File: config.mk
export PLATFORM = sky130hd
export DESIGN_NAME = teleop_drive_ramp
export DESIGN_NICKNAME = d
export VERILOG_FILES = /design/src/tdr_pkg.sv /design/src/teleop_drive_ramp.sv /design/src/tdr_cfg_regs.sv /design/src/tdr_ramp_axis.sv /design/src/tdr_turn_ctrl.sv
export SDC_FILE = /design/constraint.sdc
export NUM_CORES = 1
export LEC_CHECK = 0
export BUFFER_PORTS_ARGS = -buffer_cell sky130_fd_sc_hd__buf_4
export CAP_MARGIN = 20
export CORE_MARGIN = 3
export CORE_UTILIZATION = 63
export CTS_CLUSTER_SIZE = 20
export DETAILED_ROUTE_END_ITERATION = 8
export PLACE_DENSITY = 0.83
export SLEW_MARGIN = 20
export SYNTH_ARGS = -nofsm -noshare
export SYNTH_HDL_FRONTEND = slang
export SYNTH_SLANG_ARGS = --single-unit
File: constraint.sdc
create_clock -name i_clk -period 19.2 [get_ports i_clk]
set_input_delay 0.96 -clock i_clk [delete_from_list [all_inputs] [get_ports i_clk]]
set_output_delay 0.96 -clock i_clk [all_outputs]
set_load 0.02 [all_outputs]
File: src/tdr_pkg.sv
// Shared types, constants and ramp helpers for the teleoperation drive ramp.
package tdr_pkg;

    // Item kinds.
    localparam logic [1:0] KIND_TICK = 2'd0;
    localparam logic [1:0] KIND_STOP = 2'd1;
    localparam logic [1:0] KIND_LINK = 2'd2;
    localparam logic [1:0] KIND_FACE = 2'd3;

    // Face codes.
    localparam logic [1:0] FACE_IDLE   = 2'd0;
    localparam logic [1:0] FACE_LINKED = 2'd1;
    localparam logic [1:0] FACE_HAPPY  = 2'd2;
    localparam logic [1:0] FACE_ANGRY  = 2'd3;

    // Configuration register indexes and address width.
    localparam int         ADDR_W          = 5;
    localparam logic [2:0] REG_MOOD_HOLD   = 3'd0;
    localparam logic [2:0] REG_MOVE_ACCEL  = 3'd1;
    localparam logic [2:0] REG_MOVE_BRAKE  = 3'd2;
    localparam logic [2:0] REG_TURN_DEAD   = 3'd3;
    localparam logic [2:0] REG_TURN_ACCEL  = 3'd4;
    localparam logic [2:0] REG_TURN_LIMIT  = 3'd5;

    // Register reset values.
    localparam logic [15:0] RST_MOOD_HOLD  = 16'd100;
    localparam logic [6:0]  RST_MOVE_ACCEL = 7'd2;
    localparam logic [6:0]  RST_MOVE_BRAKE = 7'd5;
    localparam logic [6:0]  RST_TURN_DEAD  = 7'd3;
    localparam logic [6:0]  RST_TURN_ACCEL = 7'd6;
    localparam logic [11:0] RST_TURN_LIMIT = 12'd1000;

    // Datapath constants.
    localparam logic signed [9:0] DRIVE_MAX  = 10'sd127;
    localparam logic [9:0]        PITCH_MAX  = 10'd850;
    localparam logic [9:0]        PITCH_STOP = 10'd550;
    // ceil(2^16 / 6); exact floor division for magnitudes up to 4095.
    localparam logic [13:0]       DIV6_RECIP = 14'd10923;

    typedef struct packed {
        logic [15:0] mood_hold_ticks;
        logic [6:0]  move_accel;
        logic [6:0]  move_brake;
        logic [6:0]  turn_dead_zone;
        logic [6:0]  turn_accel;
        logic [11:0] turn_limit;
    } t_cfg;

    typedef struct packed {
        logic [1:0]         kind;
        logic               key_left;
        logic               key_right;
        logic               key_up;
        logic               key_down;
        logic signed [15:0] mouse_dx;
        logic signed [15:0] mouse_dy;
        logic               link_up;
        logic [1:0]         mood;
    } t_in_item;

    typedef struct packed {
        logic signed [7:0] strafe_drive;
        logic signed [7:0] move_drive;
        logic signed [7:0] turn_drive;
        logic [9:0]        camera_pitch;
        logic [1:0]        face;
    } t_out_item;

    // Raise a level by acc, saturating at the drive maximum.
    function automatic logic signed [9:0] push_up(input logic signed [9:0] v,
                                                  input logic [6:0] acc);
        logic signed [9:0] a;
        a = $signed({3'b000, acc});
        return (v < (DRIVE_MAX - a)) ? v + a : DRIVE_MAX;
    endfunction

    // Lower a level by acc, saturating at the negative drive maximum.
    function automatic logic signed [9:0] push_down(input logic signed [9:0] v,
                                                    input logic [6:0] acc);
        logic signed [9:0] a;
        a = $signed({3'b000, acc});
        return (v > -(DRIVE_MAX - a)) ? v - a : -DRIVE_MAX;
    endfunction

endpackage

File: src/teleop_drive_ramp.sv
// Top level of the teleoperation drive ramp: handshakes, state and event decode.
//
//   channel   direction  handshake                       payload
//   -------   ---------  ------------------------------  ----------------------
//   in        sink       i_in_valid / o_in_stall         i_in_data  (t_in_item)
//   out       source     o_out_valid / i_out_stall       o_out_data (t_out_item)
//   config    sink       psel, penable, pwrite, pready   paddr, pwdata, prdata
//
// One item per clock cycle sustained while the output is not stalled; each item
// is held in the input register and its result is then registered in the output
// register. The state update is a single combinational pass.
// Reset is synchronous, active low, and clears all levels, the link and face.
// A stalled output holds its result while one more item waits in the input
// register; only then does the input side stall.
module teleop_drive_ramp (
    input  logic                       i_clk,
    input  logic                       i_rst_n,
    input  logic                       psel,
    input  logic                       penable,
    input  logic                       pwrite,
    input  logic [tdr_pkg::ADDR_W-1:0] paddr,
    input  logic [31:0]                pwdata,
    output logic [31:0]                prdata,
    output logic                       pready,
    input  logic                       i_in_valid,
    output logic                       o_in_stall,
    input  tdr_pkg::t_in_item          i_in_data,
    output logic                       o_out_valid,
    input  logic                       i_out_stall,
    output tdr_pkg::t_out_item         o_out_data
);

    tdr_pkg::t_cfg      w_cfg;

    tdr_pkg::t_in_item  r_in;
    logic               r_in_vld;
    tdr_pkg::t_out_item r_out;
    logic               r_out_vld;

    logic signed [7:0]  r_strafe;
    logic signed [7:0]  r_move;
    logic signed [7:0]  r_turn;
    logic [9:0]         r_pitch;
    logic signed [12:0] r_integral;
    logic               r_linked;
    logic [1:0]         r_face;
    logic [15:0]        r_face_timer;

    logic signed [7:0]  n_strafe;
    logic signed [7:0]  n_move;
    logic signed [7:0]  n_turn;
    logic [9:0]         n_pitch;
    logic signed [12:0] n_integral;
    logic               n_linked;
    logic [1:0]         n_face;
    logic [15:0]        n_face_timer;

    logic               w_out_free;
    logic               w_exec;
    logic               w_in_acc;

    logic signed [7:0]  w_strafe_tick;
    logic signed [7:0]  w_move_tick;
    logic signed [7:0]  w_turn_tick;
    logic signed [12:0] w_integral_tick;
    logic signed [17:0] w_pitch_sum;
    logic [9:0]         w_pitch_tick;

    tdr_cfg_regs u_cfg (
        .i_clk   (i_clk),
        .i_rst_n (i_rst_n),
        .psel    (psel),
        .penable (penable),
        .pwrite  (pwrite),
        .paddr   (paddr),
        .pwdata  (pwdata),
        .prdata  (prdata),
        .pready  (pready),
        .o_cfg   (w_cfg)
    );

    tdr_ramp_axis u_strafe (
        .i_level   (r_strafe),
        .i_neg_key (r_in.key_left),
        .i_pos_key (r_in.key_right),
        .i_accel   (w_cfg.move_accel),
        .i_brake   (w_cfg.move_brake),
        .o_level   (w_strafe_tick)
    );

    tdr_ramp_axis u_move (
        .i_level   (r_move),
        .i_neg_key (r_in.key_up),
        .i_pos_key (r_in.key_down),
        .i_accel   (w_cfg.move_accel),
        .i_brake   (w_cfg.move_brake),
        .o_level   (w_move_tick)
    );

    tdr_turn_ctrl u_turn (
        .i_integral (r_integral),
        .i_level    (r_turn),
        .i_dx       (r_in.mouse_dx),
        .i_cfg      (w_cfg),
        .o_integral (w_integral_tick),
        .o_level    (w_turn_tick)
    );

    // Handshake: the output register frees when empty or when its transfer completes.
    assign w_out_free  = !r_out_vld || !i_out_stall;
    assign w_exec      = r_in_vld && w_out_free;
    assign o_in_stall  = r_in_vld && !w_out_free;
    assign w_in_acc    = i_in_valid && !o_in_stall;
    assign o_out_valid = r_out_vld;
    assign o_out_data  = r_out;

    assign w_pitch_sum = $signed({8'd0, r_pitch})
                         + {{2{r_in.mouse_dy[15]}}, r_in.mouse_dy};

    always_comb begin
        if (w_pitch_sum > $signed({8'd0, tdr_pkg::PITCH_MAX})) begin
            w_pitch_tick = tdr_pkg::PITCH_MAX;
        end else if (w_pitch_sum < 18'sd0) begin
            w_pitch_tick = 10'd0;
        end else begin
            w_pitch_tick = w_pitch_sum[9:0];
        end
    end

    always_comb begin
        n_strafe     = r_strafe;
        n_move       = r_move;
        n_turn       = r_turn;
        n_pitch      = r_pitch;
        n_integral   = r_integral;
        n_linked     = r_linked;
        n_face       = r_face;
        n_face_timer = r_face_timer;
        unique case (r_in.kind)
            tdr_pkg::KIND_TICK: begin
                if (r_linked) begin
                    // The face falls back to connected as the timer runs out.
                    if (r_face_timer != 16'd0) begin
                        n_face_timer = r_face_timer - 16'd1;
                        if (r_face_timer == 16'd1) begin
                            n_face = tdr_pkg::FACE_LINKED;
                        end
                    end
                    n_strafe   = w_strafe_tick;
                    n_move     = w_move_tick;
                    n_turn     = w_turn_tick;
                    n_integral = w_integral_tick;
                    n_pitch    = w_pitch_tick;
                end
            end
            tdr_pkg::KIND_STOP: begin
                n_strafe   = 8'sd0;
                n_move     = 8'sd0;
                n_turn     = 8'sd0;
                n_integral = 13'sd0;
                n_pitch    = tdr_pkg::PITCH_STOP;
            end
            tdr_pkg::KIND_LINK: begin
                n_linked = r_in.link_up;
                n_face   = r_in.link_up ? tdr_pkg::FACE_LINKED : tdr_pkg::FACE_IDLE;
            end
            tdr_pkg::KIND_FACE: begin
                if (r_in.mood == tdr_pkg::FACE_HAPPY || r_in.mood == tdr_pkg::FACE_ANGRY) begin
                    n_face       = r_in.mood;
                    n_face_timer = w_cfg.mood_hold_ticks;
                end
            end
            default: ;
        endcase
    end

    always_ff @(posedge i_clk) begin
        if (!i_rst_n) begin
            r_in_vld     <= 1'b0;
            r_out_vld    <= 1'b0;
            r_strafe     <= 8'sd0;
            r_move       <= 8'sd0;
            r_turn       <= 8'sd0;
            r_pitch      <= 10'd0;
            r_integral   <= 13'sd0;
            r_linked     <= 1'b0;
            r_face       <= tdr_pkg::FACE_IDLE;
            r_face_timer <= 16'd0;
        end else begin
            if (w_in_acc) begin
                r_in_vld <= 1'b1;
            end else if (w_exec) begin
                r_in_vld <= 1'b0;
            end

            if (w_exec) begin
                r_out_vld <= 1'b1;
            end else if (!i_out_stall) begin
                r_out_vld <= 1'b0;
            end

            if (w_exec) begin
                r_strafe     <= n_strafe;
                r_move       <= n_move;
                r_turn       <= n_turn;
                r_pitch      <= n_pitch;
                r_integral   <= n_integral;
                r_linked     <= n_linked;
                r_face       <= n_face;
                r_face_timer <= n_face_timer;
            end
        end
    end

    // Payload registers carry no reset.
    always_ff @(posedge i_clk) begin
        if (w_in_acc) begin
            r_in <= i_in_data;
        end
        if (w_exec) begin
            r_out.strafe_drive <= n_strafe;
            r_out.move_drive   <= n_move;
            r_out.turn_drive   <= n_turn;
            r_out.camera_pitch <= n_pitch;
            r_out.face         <= n_face;
        end
    end

    a_pitch_range: assert property (@(posedge i_clk) disable iff (!i_rst_n)
        r_pitch <= tdr_pkg::PITCH_MAX)
        else $error("camera pitch left its range");

    a_drive_range: assert property (@(posedge i_clk) disable iff (!i_rst_n)
        r_strafe != -8'sd128 && r_move != -8'sd128 && r_turn != -8'sd128)
        else $error("drive level reached -128");

    a_stop_pitch: assert property (@(posedge i_clk) disable iff (!i_rst_n)
        (w_exec && r_in.kind == tdr_pkg::KIND_STOP) |=> r_pitch == tdr_pkg::PITCH_STOP)
        else $error("stop did not park the camera pitch");

    a_idle_tick: assert property (@(posedge i_clk) disable iff (!i_rst_n)
        (w_exec && r_in.kind == tdr_pkg::KIND_TICK && !r_linked)
        |=> $stable(r_strafe) && $stable(r_turn) && $stable(r_pitch) && $stable(r_face))
        else $error("tick changed state while disconnected");

    a_result_follows: assert property (@(posedge i_clk) disable iff (!i_rst_n)
        w_exec |=> r_out_vld)
        else $error("executed item produced no result");

endmodule

File: src/tdr_cfg_regs.sv
// APB-style configuration register file for the drive ramp.
module tdr_cfg_regs (
    input  logic                       i_clk,
    input  logic                       i_rst_n,
    input  logic                       psel,
    input  logic                       penable,
    input  logic                       pwrite,
    input  logic [tdr_pkg::ADDR_W-1:0] paddr,
    input  logic [31:0]                pwdata,
    output logic [31:0]                prdata,
    output logic                       pready,
    output tdr_pkg::t_cfg              o_cfg
);

    tdr_pkg::t_cfg r_cfg;
    logic          w_wr;
    logic [2:0]    w_idx;

    assign w_wr   = psel && penable && pwrite;
    assign w_idx  = paddr[4:2];
    assign pready = 1'b1;
    assign o_cfg  = r_cfg;

    always_ff @(posedge i_clk) begin
        if (!i_rst_n) begin
            r_cfg.mood_hold_ticks <= tdr_pkg::RST_MOOD_HOLD;
            r_cfg.move_accel      <= tdr_pkg::RST_MOVE_ACCEL;
            r_cfg.move_brake      <= tdr_pkg::RST_MOVE_BRAKE;
            r_cfg.turn_dead_zone  <= tdr_pkg::RST_TURN_DEAD;
            r_cfg.turn_accel      <= tdr_pkg::RST_TURN_ACCEL;
            r_cfg.turn_limit      <= tdr_pkg::RST_TURN_LIMIT;
        end else if (w_wr) begin
            unique case (w_idx)
                tdr_pkg::REG_MOOD_HOLD:  r_cfg.mood_hold_ticks <= pwdata[15:0];
                tdr_pkg::REG_MOVE_ACCEL: r_cfg.move_accel      <= pwdata[6:0];
                tdr_pkg::REG_MOVE_BRAKE: r_cfg.move_brake      <= pwdata[6:0];
                tdr_pkg::REG_TURN_DEAD:  r_cfg.turn_dead_zone  <= pwdata[6:0];
                tdr_pkg::REG_TURN_ACCEL: r_cfg.turn_accel      <= pwdata[6:0];
                tdr_pkg::REG_TURN_LIMIT: r_cfg.turn_limit      <= pwdata[11:0];
                default: ;
            endcase
        end
    end

    always_comb begin
        unique case (w_idx)
            tdr_pkg::REG_MOOD_HOLD:  prdata = {16'd0, r_cfg.mood_hold_ticks};
            tdr_pkg::REG_MOVE_ACCEL: prdata = {25'd0, r_cfg.move_accel};
            tdr_pkg::REG_MOVE_BRAKE: prdata = {25'd0, r_cfg.move_brake};
            tdr_pkg::REG_TURN_DEAD:  prdata = {25'd0, r_cfg.turn_dead_zone};
            tdr_pkg::REG_TURN_ACCEL: prdata = {25'd0, r_cfg.turn_accel};
            tdr_pkg::REG_TURN_LIMIT: prdata = {20'd0, r_cfg.turn_limit};
            default:                 prdata = 32'd0;
        endcase
    end

endmodule

File: src/tdr_ramp_axis.sv
// One key-driven axis: accelerate on held keys, brake toward zero on release.
module tdr_ramp_axis (
    input  logic signed [7:0] i_level,
    input  logic              i_neg_key,
    input  logic              i_pos_key,
    input  logic [6:0]        i_accel,
    input  logic [6:0]        i_brake,
    output logic signed [7:0] o_level
);

    logic signed [9:0] w_v0;
    logic signed [9:0] w_v1;
    logic signed [9:0] w_v2;
    logic signed [9:0] w_brake;

    assign w_v0    = {{2{i_level[7]}}, i_level};
    assign w_brake = $signed({3'b000, i_brake});

    // The negative key is applied first, then the positive key sees its result.
    always_comb begin
        if (i_neg_key) begin
            w_v1 = tdr_pkg::push_down(w_v0, i_accel);
        end else if (w_v0 < 10'sd0) begin
            w_v1 = (w_v0 < -w_brake) ? w_v0 + w_brake : 10'sd0;
        end else begin
            w_v1 = w_v0;
        end

        if (i_pos_key) begin
            w_v2 = tdr_pkg::push_up(w_v1, i_accel);
        end else if (w_v1 > 10'sd0) begin
            w_v2 = (w_v1 > w_brake) ? w_v1 - w_brake : 10'sd0;
        end else begin
            w_v2 = w_v1;
        end
    end

    assign o_level = w_v2[7:0];

endmodule

File: src/tdr_turn_ctrl.sv
// Turn integrator with clamp, and the turn drive with dead zone, ramp and cap.
module tdr_turn_ctrl (
    input  logic signed [12:0] i_integral,
    input  logic signed [7:0]  i_level,
    input  logic signed [15:0] i_dx,
    input  tdr_pkg::t_cfg      i_cfg,
    output logic signed [12:0] o_integral,
    output logic signed [7:0]  o_level
);

    logic signed [14:0] w_twice;
    logic signed [14:0] w_half_full;
    logic signed [13:0] w_half;
    logic signed [17:0] w_sum;
    logic signed [17:0] w_lim;
    logic signed [17:0] w_int;
    logic signed [17:0] w_int_neg;
    logic signed [17:0] w_dz;
    logic [11:0]        w_mag;
    logic [25:0]        w_prod;
    logic [9:0]         w_quot;
    logic [10:0]        w_cap;
    logic signed [11:0] w_cap_pos;
    logic signed [11:0] w_cap_neg;
    logic signed [9:0]  w_lvl;
    logic signed [9:0]  w_up;
    logic signed [9:0]  w_down;
    logic signed [11:0] w_up_x;
    logic signed [11:0] w_down_x;

    // Leak half the current turn out of the integrator, rounding toward zero.
    assign w_twice     = $signed({i_integral[12], i_integral, 1'b0})
                         - $signed({{7{i_level[7]}}, i_level});
    assign w_half_full = (w_twice + (w_twice[14] ? 15'sd1 : 15'sd0)) >>> 1;
    assign w_half      = w_half_full[13:0];
    assign w_sum       = {{4{w_half[13]}}, w_half} + {{2{i_dx[15]}}, i_dx};
    assign w_lim       = $signed({6'd0, i_cfg.turn_limit});

    always_comb begin
        if (w_sum > w_lim) begin
            w_int = w_lim;
        end else if (w_sum < -w_lim) begin
            w_int = -w_lim;
        end else begin
            w_int = w_sum;
        end
    end

    assign o_integral = w_int[12:0];
    assign w_int_neg  = -w_int;

    // Magnitude divided by six through a reciprocal multiply.
    assign w_mag     = w_int[17] ? w_int_neg[11:0] : w_int[11:0];
    assign w_prod    = w_mag * tdr_pkg::DIV6_RECIP;
    assign w_quot    = w_prod[25:16];
    assign w_cap     = {1'b0, w_quot} + {4'd0, i_cfg.turn_dead_zone};
    assign w_cap_pos = $signed({1'b0, w_cap});
    assign w_cap_neg = -w_cap_pos;
    assign w_dz      = $signed({11'd0, i_cfg.turn_dead_zone});

    assign w_lvl    = {{2{i_level[7]}}, i_level};
    assign w_up     = tdr_pkg::push_up(w_lvl, i_cfg.turn_accel);
    assign w_down   = tdr_pkg::push_down(w_lvl, i_cfg.turn_accel);
    assign w_up_x   = {{2{w_up[9]}}, w_up};
    assign w_down_x = {{2{w_down[9]}}, w_down};

    always_comb begin
        if (w_int > w_dz) begin
            o_level = (w_up_x > w_cap_pos) ? w_cap_pos[7:0] : w_up[7:0];
        end else if (w_int < -w_dz) begin
            o_level = (w_down_x < w_cap_neg) ? w_cap_neg[7:0] : w_down[7:0];
        end else begin
            o_level = 8'sd0;
        end
    end

endmodule

==> results.sh, run 1 <==
export IMPL_outcome="complete, no violations"
export IMPL_num_rows=67
export IMPL_async_flop_share=0
export IMPL_ioPinCount=156
export IMPL_synthFlopType="dfxtp_1"
export IMPL_core_area_mm2=0.03387
export IMPL_diodes=0
export IMPL_r2r_start="r_turn[1]"
export IMPL_clk_pin_slew_ps=60
export IMPL_max_slew_margin=0.3426
export IMPL_grt_use_total=0.3309
export IMPL_root_buffer="clkbuf_16"
export IMPL_cp_startpoint="r_turn[1]"
export IMPL_ctsLongestPathBuffers=3
export IMPL_die_area_mm2=0.03700
export IMPL_cap_violations=0
export IMPL_drive_gt1_frac=0.09574
export IMPL_critPathCapture="o_out_data[13]"
export IMPL_ant_nets=0
export IMPL_grt_pass1_wl_um=99150
export IMPL_start_kind="flop"
export IMPL_finalWirelength_um=62670
export IMPL_r2r_end="o_out_data[13]"
export IMPL_reg2reg_slack_ps=1250
export IMPL_via_per_inst=6.350
export IMPL_synth_seq_area_share=0.2191
export IMPL_layout_commonest_cell="ha_1"
export IMPL_crit_type="flop to flop"
export IMPL_finalSetupViolations=0
export IMPL_syn_inst=2632
export IMPL_crit_top_cell="a21oi_1"
export IMPL_crit_required_ps=19480
export IMPL_h_tree_depth=1
export IMPL_mostFrequentLayoutCells="ha_1 (318), inv_1 (253), nand2_1 (195)"
export IMPL_max_freq_ghz=0.05570
export IMPL_dpl_hpwl_um=48100
export IMPL_period_minus_slack_ps=17950
export IMPL_cts_tree="yes"
export IMPL_dieHeight_um=192.4
export IMPL_drtIter0Drc=2017
export IMPL_cts_buffers=23
export IMPL_portBuffers=120
export IMPL_yosysWarnings=0
export IMPL_fp_dieW_um=192.4
export IMPL_tightest_slew_ps=975.5
export IMPL_grt_max_degree=74
export IMPL_vias=20160
export IMPL_skew_ps=13.39
export IMPL_cts_hold_buf=0
export IMPL_clk_latency_ps=560
export IMPL_synthesis_area_mm2=0.02188
export IMPL_timing_hold_ws_ps=487.5
export IMPL_area_delta_synth_final_pct=9.847
export IMPL_rr_worst_depth=81
export IMPL_min_period_over_period=0.9350
export IMPL_drt_pass1_iter_count=6
export IMPL_clock_sinks=201
export IMPL_maxSlewViolCount=0
export IMPL_synth_enable_flop_cells=77
export IMPL_first_global_vias=19410
export IMPL_drt_wirelength_per_cell_um=19.74
export IMPL_antenna_found_initial=0
export IMPL_cp_max_fo=13
export IMPL_hold_viol_final=0
export IMPL_arrival_ps=18230
export IMPL_ys_types=96
export IMPL_syn_area_per_cell_um2=8.313
export IMPL_critical_path_max_stage_delay_ps=550
export IMPL_start_util=0.6461
export IMPL_hold_class="flop to flop"
export IMPL_cp_end_kind="flop"
export IMPL_gp_congestion=0.9839
export IMPL_ys_ff_latch=201
export IMPL_slowest_stage="fa_1"
export IMPL_overflow=0
export IMPL_drc_errors=0
export IMPL_final_nets=3168
## worst min-delay path by stage
stage	startpoint	endpoint	slack, ps	cells after the start
5_1_grt	u_cfg.o_cfg[46]	u_cfg.o_cfg[46]	510	2
3_5_place_dp	u_cfg.o_cfg[53]	u_cfg.o_cfg[53]	470	2
3_3_place_gp	r_face_timer[8]	r_face_timer[8]	450	2
4_1_cts	u_cfg.o_cfg[53]	u_cfg.o_cfg[53]	490	2
2_1_floorplan	r_face_timer[8]	r_face_timer[8]	430	2
6_report	u_cfg.o_cfg[53]	u_cfg.o_cfg[53]	490	2
## sequential cells by signal (all words and copies together), names as in the netlist, 2 cells and up
signal,flops
u_cfg.o_cfg,56
r_in,41
o_out_data,36
r_face_timer,16
r_integral,13
r_pitch,10
r_move,8
r_strafe,8
r_turn,8
r_face,2
## final cells by class
cell class / count / area, um^2
Clock buffer: 29 / 660.6
Multi-Input combinational cell: 2085 / 15860
Timing Repair Buffer: 143 / 1074
Fill cell: 2708 / 9832
Tap cell: 448 / 560.5
Sequential cell: 201 / 4796
Inverter: 255 / 959.7
Clock inverter: 13 / 125.1
## repair_timing
| item | 4_1_cts | 5_1_grt |
|---|---|---|
| buffers inserted | 0 | 6 |
| resized for setup | 0 | 26 |
| setup endpoints to repair | 0 | 16 |
## routing by layer
metal / GRT usage / share of wire / vias to the layer above
met4: 0.1132 / 0.036 / 0
met3: 0.05577 / 0.086 / 180
met5: 0 / 0 / -
met2: 0.5352 / 0.45 / 910
li1: - / - / 9551
met1: 0.4494 / 0.43 / 9514
## Yosys cell counts (all sizes together), types with 39 or more instances
master | number | area (um^2)
nand2 | 197 | 742.0
dfxtp | 124 | 2482
a21o | 62 | 465.5
ha | 318 | 3979
a21oi | 182 | 922.1
xnor2 | 106 | 928.4
nor2 | 154 | 578.1
o21a | 48 | 360.4
nor3 | 45 | 225.2
nor2b | 90 | 563.0
and2 | 39 | 244.0
clkbuf | 78 | 294.0
xor2 | 44 | 385.4
edfxtp | 77 | 2312
nand3 | 63 | 315.3
mux2i | 43 | 430.4
fa | 56 | 1121
o21ai | 171 | 859.6
inv | 255 | 959.7
## kinds of logic (layout without fill, tap and decap cells)
group / after synthesis / in the layout / synth area share
AO/OA/AOI/OAI: 758 / 758 / 0.2290
AND/OR/NAND/NOR: 737 / 737 / 0.1693
adder cells (fa/ha/maj): 375 / 375 / 0.2335
buffers and inverters: 361 / 440 / 0.06576
flip-flops: 201 / 201 / 0.2191
XOR/XNOR: 150 / 150 / 0.06004
multiplexers: 48 / 48 / 0.02293
other: 2 / 17 / 0.0003432
## worst max-delay path, delay by kind of cell (launching register included)
| kind | cells | cell delay [ps] |
|---|---|---|
| XOR/XNOR | 5 | 1170 |
| multiplexers | 1 | 380 |
| adder cells (fa/ha/maj) | 13 | 5130 |
| AND/OR/NAND/NOR | 19 | 3070 |
| buffers and inverters | 7 | 940 |
| flip-flops | 1 | 410 |
| AO/OA/AOI/OAI | 36 | 6550 |
## stage by stage
stage	std cells	util	TNS (ps)	area, um^2	setup WS (ps)
floorplan	2647	-	0	21940	2987
global placement	3126	0.6813	0	23070	930.4
detailed placement	3126	0.6813	0	23070	339.5
CTS	3168	0.7045	0	23860	207.0
global route	3174	0.7097	-128.0	24040	-57.08
finish	3174	0.7097	0	24040	1248
Power of run 1 is not shown: default switching activity piles up to over one toggle a cycle in this logic, so the estimate is an artifact.
==> run 2: changes to the inputs <==
- ABC_AREA: unset -> 1
- CORE_UTILIZATION: 63 -> 65
- PLACE_DENSITY: 0.83 -> 0.85
- clock period: 19.2 -> 20.7 ns (I/O delays scaled with it)
==> run 2 against run 1 <==
  * Synthesized cell count increased by 12%
  * First-iteration DRC count decreased by 16%
  * Worst hold slack got worse by 12 ps
  * Non-clock buffer count decreased by 19
  * Die area decreased by 4.3%
  * Final area decreased by 1.6%
  * Area after synthesis decreased by 1.4%
==> results.sh, run 2 <==
export IMPL_syn_inst=2940
export IMPL_slowest_stage="fa_1"
export IMPL_cts_hold_buf=0
export IMPL_yosysWarnings=0
export IMPL_clock_sinks=201
export IMPL_ioPinCount=156
export IMPL_ys_types=65
export IMPL_mostFrequentLayoutCells="inv_1 (474), nand2_1 (453), ha_1 (318)"
export IMPL_overflow=0
export IMPL_max_freq_ghz=0.05750
export IMPL_gp_congestion=0.9852
export IMPL_largest_reg_flops=56
export IMPL_crit_required_ps=21160
export IMPL_hold_viol_final=0
export IMPL_synthFlopType="dfxtp_1"
export IMPL_drtIter0Drc=1703
export IMPL_finalWirelength_um=62410
export IMPL_core_area_mm2=0.03262
export IMPL_start_util=0.6614
export IMPL_portBuffers=120
export IMPL_grt_use_total=0.3464
export IMPL_ys_top_cells_by_count="inv_1 (476), nand2_1 (453), ha_1 (318)"
export IMPL_rsz0062_at_grt="no"
export IMPL_first_global_vias=20270
export IMPL_synth_top_area_frac=0.1844
export IMPL_post_cts_setup_buffers=0
export IMPL_ctsLongestPathBuffers=3
export IMPL_outcome="complete, no violations"
export IMPL_h_tree_depth=1
export IMPL_fp_dieW_um=188.2
export IMPL_start_kind="flop"
export IMPL_tightest_slew_ps=1135
export IMPL_num_rows=66
export IMPL_area_delta_synth_final_pct=9.592
export IMPL_critical_path_max_stage_delay_ps=520
export IMPL_grt_max_degree=68
export IMPL_synth_largest_area_cell="ha_1"
export IMPL_drt_wirelength_per_cell_um=17.85
export IMPL_drt_pass1_iter_count=6
export IMPL_cts_buffers=24
export IMPL_vias=20720
export IMPL_maxSlewViolCount=0
export IMPL_crit_top_cell="nand2_1"
export IMPL_yosysMostFrequentCell="inv_1"
export IMPL_grt_pass1_wl_um=100300
export IMPL_syn_area_per_cell_um2=7.339
export IMPL_drive_gt1_frac=0.08680
export IMPL_cp_end_kind="flop"
export IMPL_async_flop_share=0
export IMPL_hold_class="flop to flop"
export IMPL_clk_pin_slew_ps=70
export IMPL_cap_violations=0
export IMPL_final_nets=3494
export IMPL_cp_num_buf_inv=15
export IMPL_skew_ps=12.29
export IMPL_tns_ps=0
export IMPL_cts_tree="yes"
export IMPL_dpl_hpwl_um=49090
export IMPL_max_slew_margin=0.2412
export IMPL_synth_seq_area_share=0.2222
export IMPL_crit_type="flop to flop"
export IMPL_drc_errors=0
export IMPL_critPathTopFamily="simple AND/OR/NAND/NOR gates"
export IMPL_via_per_inst=5.927
export IMPL_cts_resized=0
export IMPL_ant_nets=0
export IMPL_synth_enable_flop_cells=77
export IMPL_root_buffer="clkbuf_16"
export IMPL_min_period_over_period=0.8401
export IMPL_period_minus_slack_ps=17390
export IMPL_cp_max_fo=20
export IMPL_layout_commonest_cell="inv_1"
export IMPL_arrival_ps=17850
export IMPL_ys_ff_latch=201
export IMPL_synthesis_area_mm2=0.02158
export IMPL_antenna_found_initial=0
export IMPL_clk_latency_ps=560
export IMPL_die_area_mm2=0.03542
export IMPL_dieHeight_um=188.2
export IMPL_finalSetupViolations=0
export IMPL_netlist_top_cells_area="ha_1 (18%), dfxtp_1 (12%), edfxtp_1 (11%), inv_1 (8.3%), nand2_1 (7.9%)"
-- run 2: changes by cell type in the layout (fill, tap and decap cells not counted), moves of 69 or more --
| cell | previous run | this run |
|---|---|---|
| nor2b_1 | 89 | 0 |
| o21ai_0 | 153 | 222 |
| nand2_1 | 195 | 453 |
| xnor2_1 | 105 | 26 |
| a21oi_1 | 177 | 310 |
| inv_1 | 253 | 474 |
-- run 2: final timing paths --
check	from	slack, ps	depth (start not counted)	endpoint
worst min-delay path	r_integral[3]	480	2	r_integral[3]
worst max register to register	r_turn[1]	3310	97	r_turn[4]
worst min register to register	r_integral[3]	480	2	r_integral[3]
worst max-delay path	r_turn[1]	3310	97	r_turn[4]
-- run 2: per-stage QoR --
step           std cells  cell area, um^2  utilization  hold slack (ps)  setup slack [ps]
3_5_place_dp        3451            22770       0.6982            461.9              3616
4_1_cts             3495            23640       0.7247            469.5              3505
2_1_floorplan       2955            21630            -            439.2              6239
3_3_place_gp        3451            22770       0.6982            447.0              4061
5_1_grt             3495            23640       0.7248            495.8              1755
6_report            3496            23650       0.7249            475.3              3309
-- run 2: logic make-up (layout without fill, tap and decap cells) --
group           Yosys count  in the layout  share of synthesized area
simple gates            956            956                     0.1983
flops                   201            201                     0.2222
compound gates          713            713                     0.1875
fa+ha+maj               374            374                     0.2364
other cells               2             18                  0.0003481
buf+inv                 563            661                     0.1021
xor+xnor                131            131                    0.05318
-- run 2: per-layer routing --
metal	vias up	routed length [um]	global-route usage
met1	9612	26190	0.4474
met4	0	3040	0.1512
li1	10060	-	-
met5	-	0	0
met3	197	5192	0.05377
met2	847	27990	0.5776
-- run 2: layout make-up --
cell class / count / area (um^2)
multi-input cells: 2191 / 14650
fillers: 2641 / 8974
flip-flops and latches: 201 / 4795
inverters: 493 / 1853
repair buffers: 124 / 930.9
clock buffers: 33 / 738.2
well taps: 442 / 553.0
clock inverters: 11 / 127.6
diodes: 1 / 2.502
-- run 2: worst reg2reg max path: cells and delay by family (launching register included) --
kind	cells	cell delay, ps
AO/OA/AOI/OAI	20	3340
XOR/XNOR	4	860
adder cells (fa/ha/maj)	13	5060
buffers and inverters	15	1580
flip-flops	1	470
AND/OR/NAND/NOR	45	5930
Power of run 2 is left out for the same reason.
